**src/hdl/fpba_pkg.sv**
```systemverilog
// Shared types and constants for the fit-policy block allocator.
// No dependencies; imported by fpba_engine and fit_policy_block_allocator.
`timescale 1ns / 1ps

package fpba_pkg;

   localparam int MAX_BLOCKS    = 16;
   localparam int SIZE_BITS     = 32;
   localparam int IDX_BITS      = $clog2(MAX_BLOCKS);
   localparam int SCAN_BITS     = $clog2(MAX_BLOCKS + 1);

   localparam int SLOT_BITS     = 4;
   localparam int AMOUNT_BITS   = 32;
   localparam int COUNT_BITS    = 5;
   localparam int CSR_DATA_BITS = 5;

   localparam int REQ_DATA_BITS = ((SLOT_BITS + AMOUNT_BITS + 7) / 8) * 8;
   localparam int RSP_DATA_BITS = ((1 + SLOT_BITS + 7) / 8) * 8;

   typedef enum logic [0:0] {
      CSR_STRATEGY      = 1'b0,
      CSR_BLOCKS_IN_USE = 1'b1
   } csr_index_type;

   typedef enum logic {
      ACT_LOAD  = 1'b0,
      ACT_ALLOC = 1'b1
   } action_type;

   typedef enum logic {
      FIT_FIRST = 1'b0,
      FIT_BEST  = 1'b1
   } fit_type;

   typedef struct packed {
      action_type             action;
      logic [SLOT_BITS-1:0]   slot;
      logic [AMOUNT_BITS-1:0] amount;
   } cmd_type;

   typedef struct packed {
      logic                 granted;
      logic [SLOT_BITS-1:0] chosen_block;
   } res_type;

   // top -> engine
   typedef struct packed {
      logic                 start;
      logic                 res_take;
      fit_type              strategy;
      logic [SCAN_BITS-1:0] scan_len;
   } eng_ctl_type;

   // engine -> top
   typedef struct packed {
      logic    idle;
      logic    res_valid;
      res_type res;
   } eng_stat_type;

endpackage

```
**src/hdl/fpba_engine.sv**
```systemverilog
// Free-space table and scan engine of the allocator.
// Depends on fpba_pkg; instantiated by fit_policy_block_allocator.
`timescale 1ns / 1ps

module fpba_engine (
   input  logic                 clock,
   input  logic                 reset,
   input  fpba_pkg::eng_ctl_type  ctl,
   input  fpba_pkg::cmd_type      cmd,
   output fpba_pkg::eng_stat_type stat
);
   import fpba_pkg::*;

   typedef enum logic [2:0] {
      ST_IDLE   = 3'b001,
      ST_SCAN   = 3'b010,
      ST_FINISH = 3'b100
   } state_type;

   state_type            state_ff, state_in;
   logic [SCAN_BITS-1:0] rd_ptr_ff, rd_ptr_in;
   logic                 rd_valid_ff, rd_valid_in;
   logic [IDX_BITS-1:0]  cmp_idx_ff, cmp_idx_in;
   logic                 found_ff, found_in;
   logic [IDX_BITS-1:0]  pick_ff, pick_in;
   logic [SIZE_BITS-1:0] best_ff, best_in;
   logic [SIZE_BITS-1:0] amount_ff, amount_in;

   logic [SIZE_BITS-1:0] mem [MAX_BLOCKS];
   logic [SIZE_BITS-1:0] rd_data_ff;
   logic [IDX_BITS-1:0]  rd_idx;
   logic                 mem_we;
   logic [IDX_BITS-1:0]  mem_waddr;
   logic [SIZE_BITS-1:0] mem_wdata;

   logic                 issue;
   logic                 take;
   logic [SIZE_BITS-1:0] cmd_size;

   assign rd_idx   = rd_ptr_ff[IDX_BITS-1:0];
   assign cmd_size = SIZE_BITS'(cmd.amount);
   assign issue    = (state_ff == ST_SCAN) && (rd_ptr_ff != ctl.scan_len);
   // entry fits, and is the first fit or strictly smaller than the best so far
   assign take     = rd_valid_ff && (rd_data_ff >= amount_ff) &&
                     (!found_ff || (ctl.strategy == FIT_BEST && rd_data_ff < best_ff));

   always_comb begin
      state_in    = state_ff;
      rd_ptr_in   = rd_ptr_ff;
      rd_valid_in = 1'b0;
      cmp_idx_in  = rd_idx;
      found_in    = found_ff;
      pick_in     = pick_ff;
      best_in     = best_ff;
      amount_in   = amount_ff;
      mem_we      = 1'b0;
      mem_waddr   = IDX_BITS'(cmd.slot);
      mem_wdata   = cmd_size;
      case (state_ff)
         ST_IDLE: begin
            if (ctl.start) begin
               if (cmd.action == ACT_LOAD) begin
                  mem_we = (32'(cmd.slot) < MAX_BLOCKS);
               end else begin
                  rd_ptr_in = '0;
                  found_in  = 1'b0;
                  pick_in   = '0;
                  amount_in = cmd_size;
                  state_in  = (ctl.scan_len == '0) ? ST_FINISH : ST_SCAN;
               end
            end
         end
         ST_SCAN: begin
            rd_valid_in = issue;
            rd_ptr_in   = rd_ptr_ff + SCAN_BITS'(issue);
            if (take) begin
               found_in = 1'b1;
               pick_in  = cmp_idx_ff;
               best_in  = rd_data_ff;
            end
            if ((take && ctl.strategy == FIT_FIRST) || !issue) begin
               state_in    = ST_FINISH;
               rd_valid_in = 1'b0;
            end
         end
         ST_FINISH: begin
            if (ctl.res_take) begin
               mem_we    = found_ff;
               mem_waddr = pick_ff;
               mem_wdata = best_ff - amount_ff;
               state_in  = ST_IDLE;
            end
         end
         default: begin
            state_in = ST_IDLE;
         end
      endcase
   end

   always_ff @(posedge clock) begin
      if (reset) begin
         state_ff    <= ST_IDLE;
         rd_valid_ff <= 1'b0;
         found_ff    <= 1'b0;
      end else begin
         state_ff    <= state_in;
         rd_valid_ff <= rd_valid_in;
         found_ff    <= found_in;
      end
   end

   always_ff @(posedge clock) begin
      rd_ptr_ff  <= rd_ptr_in;
      cmp_idx_ff <= cmp_idx_in;
      pick_ff    <= pick_in;
      best_ff    <= best_in;
      amount_ff  <= amount_in;
   end

   // one write port, one registered read port
   always_ff @(posedge clock) begin
      if (mem_we) begin
         mem[mem_waddr] <= mem_wdata;
      end
      rd_data_ff <= mem[rd_idx];
   end

   assign stat.idle             = (state_ff == ST_IDLE);
   assign stat.res_valid        = (state_ff == ST_FINISH);
   assign stat.res.granted      = found_ff;
   assign stat.res.chosen_block = found_ff ? SLOT_BITS'(pick_ff) : '0;

endmodule

```
**src/hdl/fit_policy_block_allocator.sv**
```systemverilog
// Top level of the fit-policy block allocator: stream ports, config registers, result register.
// Depends on fpba_pkg and fpba_engine.
`timescale 1ns / 1ps

// Channel   Direction  Contents
// req_*     in         tuser: action; tdata: block_slot [3:0], amount [35:4], zero pad
// rsp_*     out        tdata: granted [0], chosen_block [4:1], zero pad
// csr_*     in         csr_index 0 = strategy, 1 = blocks_in_use; write on csr_we
//
// A load writes one table entry and leaves the engine idle. An allocate request scans the first n
// entries, n being blocks_in_use capped at 16: the free-space table has one
// registered read port and is scanned one entry a cycle. First fit stops at
// the first hit. Synchronous active-high reset clears control state; the
// table is undefined until loaded. A stalled result sits in the output
// register while the next request is taken; the engine then holds its own
// result until that register frees up.

module fit_policy_block_allocator (
   input  logic                               clock,
   input  logic                               reset,
   // request channel
   input  logic                               req_tvalid,
   output logic                               req_tready,
   input  logic [fpba_pkg::REQ_DATA_BITS-1:0] req_tdata,  // block_slot, amount, pad
   input  logic [0:0]                         req_tuser,  // action
   // result channel
   output logic                               rsp_tvalid,
   input  logic                               rsp_tready,
   output logic [fpba_pkg::RSP_DATA_BITS-1:0] rsp_tdata,  // granted, chosen_block, pad
   // config port
   input  logic                               csr_we,
   input  logic [0:0]                         csr_index,
   input  logic [fpba_pkg::CSR_DATA_BITS-1:0] csr_wdata
);
   import fpba_pkg::*;

   fit_type               strategy_ff;
   logic [COUNT_BITS-1:0] blocks_ff;

   logic                  rsp_valid_ff, rsp_valid_in;
   res_type               rsp_res_ff;

   eng_ctl_type           ctl;
   eng_stat_type          stat;
   cmd_type               cmd;

   // config registers
   always_ff @(posedge clock) begin
      if (reset) begin
         strategy_ff <= FIT_FIRST;
         blocks_ff   <= '0;
      end else if (csr_we) begin
         case (csr_index_type'(csr_index))
            CSR_STRATEGY:      strategy_ff <= fit_type'(csr_wdata[0]);
            CSR_BLOCKS_IN_USE: blocks_ff   <= csr_wdata[COUNT_BITS-1:0];
            default: ;
         endcase
      end
   end

   // request unpack
   assign cmd.action = action_type'(req_tuser[0]);
   assign cmd.slot   = req_tdata[SLOT_BITS-1:0];
   assign cmd.amount = req_tdata[SLOT_BITS +: AMOUNT_BITS];

   assign req_tready = stat.idle;

   // scan length saturates at the table depth
   assign ctl.start    = req_tvalid && req_tready;
   assign ctl.strategy = strategy_ff;
   assign ctl.scan_len = (32'(blocks_ff) > MAX_BLOCKS) ? SCAN_BITS'(MAX_BLOCKS)
                                                       : SCAN_BITS'(blocks_ff);
   assign ctl.res_take = stat.res_valid && (!rsp_valid_ff || rsp_tready);

   fpba_engine u_engine (
      .clock (clock),
      .reset (reset),
      .ctl   (ctl),
      .cmd   (cmd),
      .stat  (stat)
   );

   // output register
   always_comb begin
      rsp_valid_in = rsp_valid_ff;
      if (rsp_tready) begin
         rsp_valid_in = 1'b0;
      end
      if (ctl.res_take) begin
         rsp_valid_in = 1'b1;
      end
   end

   always_ff @(posedge clock) begin
      if (reset) begin
         rsp_valid_ff <= 1'b0;
      end else begin
         rsp_valid_ff <= rsp_valid_in;
      end
   end

   always_ff @(posedge clock) begin
      if (ctl.res_take) begin
         rsp_res_ff <= stat.res;
      end
   end

   assign rsp_tvalid = rsp_valid_ff;
   assign rsp_tdata  = RSP_DATA_BITS'({rsp_res_ff.chosen_block, rsp_res_ff.granted});

   // an allocate request keeps the engine busy: req_tready drops once it is taken
   a_alloc_busy: assert property (@(posedge clock) disable iff (reset)
      (req_tvalid && req_tready && req_tuser[0] == ACT_ALLOC) |=> !req_tready)
      else $error("engine took a request while a scan was pending");

   // a load never blocks the next request
   a_load_one_cycle: assert property (@(posedge clock) disable iff (reset)
      (req_tvalid && req_tready && req_tuser[0] == ACT_LOAD) |=> req_tready)
      else $error("load did not finish in one cycle");

   // a result handed to the output register comes with new valid data next cycle
   a_result_lands: assert property (@(posedge clock) disable iff (reset)
      ctl.res_take |=> rsp_tvalid && rsp_tdata == RSP_DATA_BITS'($past(
         {stat.res.chosen_block, stat.res.granted})))
      else $error("result lost between engine and output register");

   // refused requests report block zero
   a_refused_zero: assert property (@(posedge clock) disable iff (reset)
      (stat.res_valid && !stat.res.granted) |-> stat.res.chosen_block == '0)
      else $error("refused request carries a block index");

endmodule
```
**config.mk**
```make
export PLATFORM = sky130hd
export DESIGN_NAME = fit_policy_block_allocator
export DESIGN_NICKNAME = d
export VERILOG_FILES = /design/src/hdl/fpba_pkg.sv /design/src/hdl/fpba_engine.sv /design/src/hdl/fit_policy_block_allocator.sv
export SDC_FILE = /design/constraint.sdc
export NUM_CORES = 1
export LEC_CHECK = 0
export BUFFER_PORTS_ARGS = -buffer_cell sky130_fd_sc_hd__buf_2
export CORE_MARGIN = 3
export CORE_UTILIZATION = 55
export DETAILED_ROUTE_END_ITERATION = 12
export GPL_ROUTABILITY_DRIVEN = 0
export PLACE_DENSITY = 0.73
export SLEW_MARGIN = 40
export SYNTH_ARGS = -nofsm -noshare
export SYNTH_HDL_FRONTEND = slang
export SYNTH_HIERARCHICAL = 1
export SYNTH_SLANG_ARGS = --single-unit
```
**constraint.sdc**
```tcl
create_clock -name clock -period 5.86 [get_ports clock]
set_clock_uncertainty 0.15 [all_clocks]
set_input_delay 0.586 -clock clock [delete_from_list [all_inputs] [get_ports clock]]
set_output_delay 0.586 -clock clock [all_outputs]
set_load 0.02 [all_outputs]
```
==> results of run 1 <==
critical path, stage by stage (launching register included):
cell	delay, ns
dfxtp_1	0.40
nor3b_1	0.58
and2_1	0.43
nand2_4	0.14
buf_6	0.33
nor3_1	0.29
a31oi_2	0.16
nor2_4	0.59
buf_4	0.55
per-layer routing:
metal	up-vias	part of all wire, %
li1	6049	-
met1	7126	43
met2	461	47
met3	110	7.0
met4	2	2.7
met5	-	0.023
sequential cells by signal, indices dropped and copies added, names as in the netlist:
name and cells:
u_engine/rd_ptr_ff 5, u_engine/amount_ff 32, u_engine/mem 512, blocks_ff 5
u_engine/rd_valid_ff 1, rsp_tdata 5, rsp_tvalid 1, u_engine/pick_ff 4
u_engine/best_ff 32, strategy_ff 1, u_engine/state_ff 3, u_engine/found_ff 1
u_engine/rd_data_ff 32, u_engine/cmp_idx_ff 4
area by class of cell:
type                       count  area (um2)
clock inverter                27         309
tap                          607         759
multi-input combinational    681        7620
fill                        3114       16900
sequential                   638       18700
inverter                      73         277
timing repair buffer         104         686
clock buffer                  94        1960
power groups by stage:
stage | registers, mW | clock network [mW] | logic [mW]
after floorplan | 5.38 | 0 | 1.09
after detailed placement | 5.43 | 0 | 1.51
final | 5.34 | 4.31 | 1.53
after global routing | 5.35 | 4.59 | 1.68
after CTS | 5.34 | 4.40 | 1.53
after global placement | 5.42 | 0 | 1.47
stage by stage:
stage / utilization (%) / cell area [um2] / cells / total power, mW
after floorplan: - / 26600 / 1444 / 6.47
after global placement: 59.2 / 27900 / 2102 / 6.90
after detailed placement: 59.3 / 28000 / 2103 / 6.94
after CTS: 64.1 / 30200 / 2224 / 11.3
after global routing: 64.2 / 30300 / 2224 / 11.6
final: 64.2 / 30300 / 2224 / 11.2
logic make-up after synthesis:
logic type / Yosys count
flip-flops: 638
XOR/XNOR: 33
multiplexers: 162
AO/OA/AOI/OAI: 192
AND/OR/NAND/NOR: 194
adder cells (fa/ha/maj): 97
buffers and inverters: 125
other: 1
how the worst max path moves through the flow:
stage                                              to  slack [ns]  cells after the start
floorplan           u_engine/pick_ff[0]$_SDFFCE_PN0P_        1.04                     10
global placement        u_engine/mem[6][11]$_DFFE_PP_        1.76                      8
detailed placement      u_engine/mem[1][30]$_DFFE_PP_        1.72                     11
CTS                     u_engine/mem[0][30]$_DFFE_PP_        1.66                     11
global route            u_engine/best_ff[8]$_DFFE_PP_        1.61                     10
finish                  u_engine/mem[3][14]$_DFFE_PP_        1.84                      8
cell usage after synthesis, drive strengths merged, types with 2 or more instances:
cell | instances | share of area [%]
a41oi | 2 | 0.094
o211ai | 2 | 0.056
mux4 | 160 | 14
nor3b | 4 | 0.13
nand3b | 2 | 0.056
nand3 | 13 | 0.24
o22ai | 2 | 0.047
o21ai | 48 | 0.90
dfxtp | 48 | 3.6
nor2b | 8 | 0.19
a21bo | 5 | 0.19
o21bai | 5 | 0.14
a21oi | 45 | 0.89
nor4 | 2 | 0.047
and4 | 4 | 0.13
nand4 | 14 | 0.33
xor2 | 18 | 0.59
nand2 | 58 | 0.83
o21a | 6 | 0.17
clkbuf | 29 | 0.41
a221o | 2 | 0.075
nor3 | 12 | 0.23
and3 | 9 | 0.21
a31oi | 9 | 0.24
o31ai | 9 | 0.34
a21o | 38 | 1.1
edfxtp | 590 | 67
a211oi | 8 | 0.24
xnor2 | 15 | 0.49
ha | 96 | 4.5
inv | 73 | 1.0
buf | 23 | 0.45
a41o | 2 | 0.075
and2 | 8 | 0.19
nor2 | 43 | 0.61
nand2b | 12 | 0.28
==> results_dict.tcl, run 1 <==
set metrics [dict create \
    yosys.area_share.simple_pct 3.64 \
    drv_slew 0 \
    path_max_fanout 70 \
    critical_path_class "reg2reg" \
    synthXorXnorAreaFrac_pct 1.09 \
    path_clk_slew_ns 0.06 \
    die_area_um2 51000 \
    drive_gt1_share_pct 25.4 \
    insertion_delay_ns 0.60 \
    power_frac_clock_pct 38.6 \
    dieWidth_um 226 \
    ys_seq_area_share_pct 70.3 \
    grt_pass1_vias 14340 \
    dr.pass1.iters 5 \
    hp-class "in2reg" \
    port_buffers 54 \
    grt_max_degree 76 \
    drt-total-wl_um 57700 \
    grt-busiest-layer "met2" \
    post_cts_buffers 0 \
    p_int_mw 8.52 \
    critical_path_arrival_ns 4.10 \
    hold_buffers 0 \
    cap_violations 0 \
    routed_via_density 6.18 \
    synth-compound-area-share_pct 4.87 \
    cts-resized-gates 0 \
    min_delay_path_depth 1 \
    synth_top_family_by_area "multiplexers" \
    synthFlopType "edfxtp_1" \
    grt_usage_pct 23.7 \
    met2_usage_pct 37.1 \
    leakagePower_nw 10.6 \
    hpwl_um 34500 \
    p_switching_mw 2.66 \
    power.density_nw_per_um2 369 \
    drtIter0Drc 1358 \
    setup_tns_ns 0 \
    most-common-layout-cells "edfxtp_1 (590), mux4_2 (160), ha_1 (96), clkbuf_16 (73), inv_1 (72)" \
    cp.required_ns 5.94 \
    setup_viol 0 \
    antennaDiodeCount 0 \
    clock_sinks 638 \
    rsz0062_at_grt "false" \
    use_met1_pct 34.3 \
    place_ws_ns 1.72 \
    cts_buffers 67 \
    min_from "req_tdata[12]" \
    peakVddDrop_mv 0.277 \
    hold_viol 0 \
    drc 0 \
    swShare_pct 23.8 \
    num_vias 13748 \
    overflow 0 \
    holdPathEnd "u_engine/amount_ff[8]$_DFFE_PP_" \
    async_flop_share_pct 0 \
    syn-instance-count 1442 \
    fin_crit_ns 4.02 \
    fin_nets 1714 \
    seq_power_share_pct 47.8 \
    yosysWarningCount 6 \
    core-area_um2 47100 \
    htree_levels 3 \
    antenna_found_initial 1 \
    cts_tree "yes" \
    comb_power_share_pct 13.6 \
    synth_seq_cells 638 \
    slew_headroom_pct 40.1 \
    r2r_slack_ns 1.84 \
    syn_area_per_cell_um2 18.4 \
    rr_startpoint "u_engine/state_ff[1]$_SDFFE_PP0P_" \
    die_h_um 226 \
    ctsLongestPathBuffers 3 \
    areaGrowthSynthToFinish_pct 13.9 \
    wl_per_cell_um 26.0 \
    r2r-end "u_engine/mem[3][14]$_DFFE_PP_" \
    cp-start-kind "register" \
    worst-slew-pin-transition_ns 0.893 \
    endpoint_kind "register" \
    ys_types 66 \
    outcome "finished, final reports clean" \
    final_common_cell "edfxtp_1" \
    num_rows 79 \
    fin_ws_ns 1.84 \
    grt_pass1_wl_um 88200 \
    synthMuxAreaShare_pct 13.6 \
    ant_nets 0 \
    grt_util_met3_pct 4.20 \
    finalCritPeriodShare_pct 68.7 \
    synth-adder-area-share_pct 4.59 \
    critPathLaunch "u_engine/state_ff[1]$_SDFFE_PP0P_" \
    cts-root-buf "clkbuf_16" \
    start_util_pct 56.4 \
    synth_edf_count 590 \
    fmax_mhz 248 \
    worst_r2r_path_depth 8 \
    hold_ws_ns 0.0395 \
    pin_count 62 \
    syn_area_um2 26600 \
]
(Power assumes the default switching activity.)
==> run 2, diff against run 1 <==
clock period = 3.9 ns   (was 5.86 ns; I/O delays follow)
==> results_dict.tcl, run 2 (synthesis gave the netlist of run 1 again) <==
set metrics [dict create \
    num_vias 14077 \
    areaGrowthSynthToFinish_pct 15.9 \
    rsz0062_at_grt "false" \
    dieWidth_um 226 \
    drv_slew 0 \
    clock_sinks 638 \
    htree_levels 3 \
    most-common-layout-cells "edfxtp_1 (590), mux4_2 (160), ha_1 (96), inv_1 (72), clkbuf_16 (71)" \
    rr_startpoint "u_engine/amount_ff[31]$_DFFE_PP_" \
    r2r-end "u_engine/best_ff[17]$_DFFE_PP_" \
    ctsLongestPathBuffers 3 \
    cts_tree "yes" \
    power.density_nw_per_um2 537 \
    leakagePower_nw 10.9 \
    fillers 3085 \
    setup_viol 0 \
    regArea_um2 18700 \
    start_util_pct 56.4 \
    ant_nets 0 \
    top_register "u_engine/mem" \
    die_h_um 226 \
    drtIter0Drc 1335 \
    hpwl_um 34000 \
    cap_violations 0 \
    cp.required_ns 3.99 \
    multi_input_area_um2 7620 \
    setup_tns_ns 0 \
    post_cts_buffers 0 \
    place_ws_ns -0.0572 \
    routed_via_density 6.14 \
    insertion_delay_ns 0.59 \
    fin_cells 2291 \
    placedCellCount 2121 \
    drive_gt1_share_pct 25.1 \
    critical_path_class "reg2reg" \
    pin_count 62 \
    r2r_slack_ns 0.33 \
    fin_ws_ns 0.329 \
    num_rows 79 \
    grt_usage_pct 23.6 \
    fin_crit_ns 3.57 \
    overflow 0 \
    die_area_um2 51000 \
    cp-start-kind "register" \
    port_buffers 54 \
    antenna_found_initial 0 \
    grt_max_degree 71 \
    grt_pass1_vias 14336 \
    drc 0 \
    endpoint_kind "register" \
    fmax_mhz 280 \
    cts_buffers 67 \
    slew_headroom_pct 51.0 \
    worst-slew-pin-transition_ns 0.736 \
    dr.pass1.iters 5 \
    min_delay_path_depth 3 \
    path_clk_slew_ns 0.06 \
    hp-class "in2reg" \
    peakVddDrop_mv 0.357 \
    finalCritPeriodShare_pct 91.6 \
    wl_per_cell_um 25.3 \
    holdPathEnd "strategy_ff$_SDFFE_PP0P_" \
    min_from "csr_we" \
    grt_pass1_wl_um 87800 \
    cts-root-buf "clkbuf_16" \
    drt-total-wl_um 58000 \
    core-area_um2 47100 \
    critical_path_arrival_ns 3.66 \
    largest_reg_flops 512 \
    outcome "finished, final reports clean" \
    antennaDiodeCount 0 \
    fin_nets 1783 \
    hold_viol 0 \
    path_max_fanout 21 \
    worst_r2r_path_depth 10 \
    final_common_cell "edfxtp_1" \
]
-- run 2: changes by cell type in the layout (fill, tap and decap cells not counted), sizes merged --
cell         before  now
clkinv           16   18
bufinv            7    4
dlygate4sd3       0   51
inv              73   74
buf             104  122
clkinvlp          4    2
-- run 2: how the worst max path moves through the flow --
stage | startpoint | endpoint | slack, ns | cells past startpoint
finish | u_engine/amount_ff[31]$_DFFE_PP_ | u_engine/best_ff[17]$_DFFE_PP_ | 0.33 | 10
detailed placement | u_engine/amount_ff[0]$_DFFE_PP_ | u_engine/mem[11][30]$_DFFE_PP_ | -0.06 | 11
global placement | u_engine/best_ff[0]$_DFFE_PP_ | u_engine/mem[8][30]$_DFFE_PP_ | 0.06 | 12
CTS | u_engine/best_ff[0]$_DFFE_PP_ | u_engine/mem[7][20]$_DFFE_PP_ | 0.1 | 12
floorplan | u_engine/state_ff[1]$_SDFFE_PP0P_ | u_engine/mem[12][0]$_DFFE_PP_ | 0.09 | 9
global route | u_engine/best_ff[0]$_DFFE_PP_ | u_engine/mem[2][28]$_DFFE_PP_ | 0.05 | 11
-- run 2: routing by layer --
layer  share of wire [%]  track usage [%]  wire [um]
met1                  42             33.9      24400
met2                  48             36.9      27600
met3                 7.5             4.39       4370
met4                 2.7             8.30       1560
met5                   0                0          0
-- run 2: worst max-delay path, stage by stage, from the launching register on --
cell	delay (ns)
edfxtp_1	0.36
inv_1	0.05
ha_1	0.29
nand4_1	0.32
nor4_1	0.59
nand2_1	0.16
nor4_1	0.31
a211oi_1	0.16
o2bb2ai_1	0.25
nor3_4	0.19
buf_4	0.37
-- run 2: metrics by stage --
stage | power (mW) | hold WS [ns] | util (%) | instance area, um2
global route | 17.2 | 0.107 | 65.4 | 30800
global placement | 10.4 | 0.306 | 59.6 | 28100
CTS | 16.7 | 0.0504 | 65.3 | 30800
detailed placement | 10.5 | 0.309 | 59.6 | 28100
floorplan | 9.72 | 0.196 | - | 26600
finish | 16.6 | 0.0910 | 65.4 | 30800
-- run 2: area by class of cell --
| class | instances | share of cell area (%) |
|---|---|---|
| clock buffers | 94 | 6.21 |
| well taps | 607 | 2.46 |
| multi-input cells | 681 | 24.7 |
| clock inverters | 25 | 0.723 |
| repair buffers | 173 | 4.36 |
| flip-flops and latches | 638 | 60.6 |
| inverters | 73 | 0.897 |
-- run 2: power by group --
group	internal [mW]	total [mW]	switching, mW
Combinational	1.07	2.36	1.29
Sequential	7.82	8.03	0.205
Clock	3.68	6.17	2.49
-- run 2: repair_timing --
action | CTS | global route
endpoints found under the hold margin | 42 | 0
resized for setup | 2 | 1
hold buffers | 51 | 0
setup endpoints to repair | 32 | 16
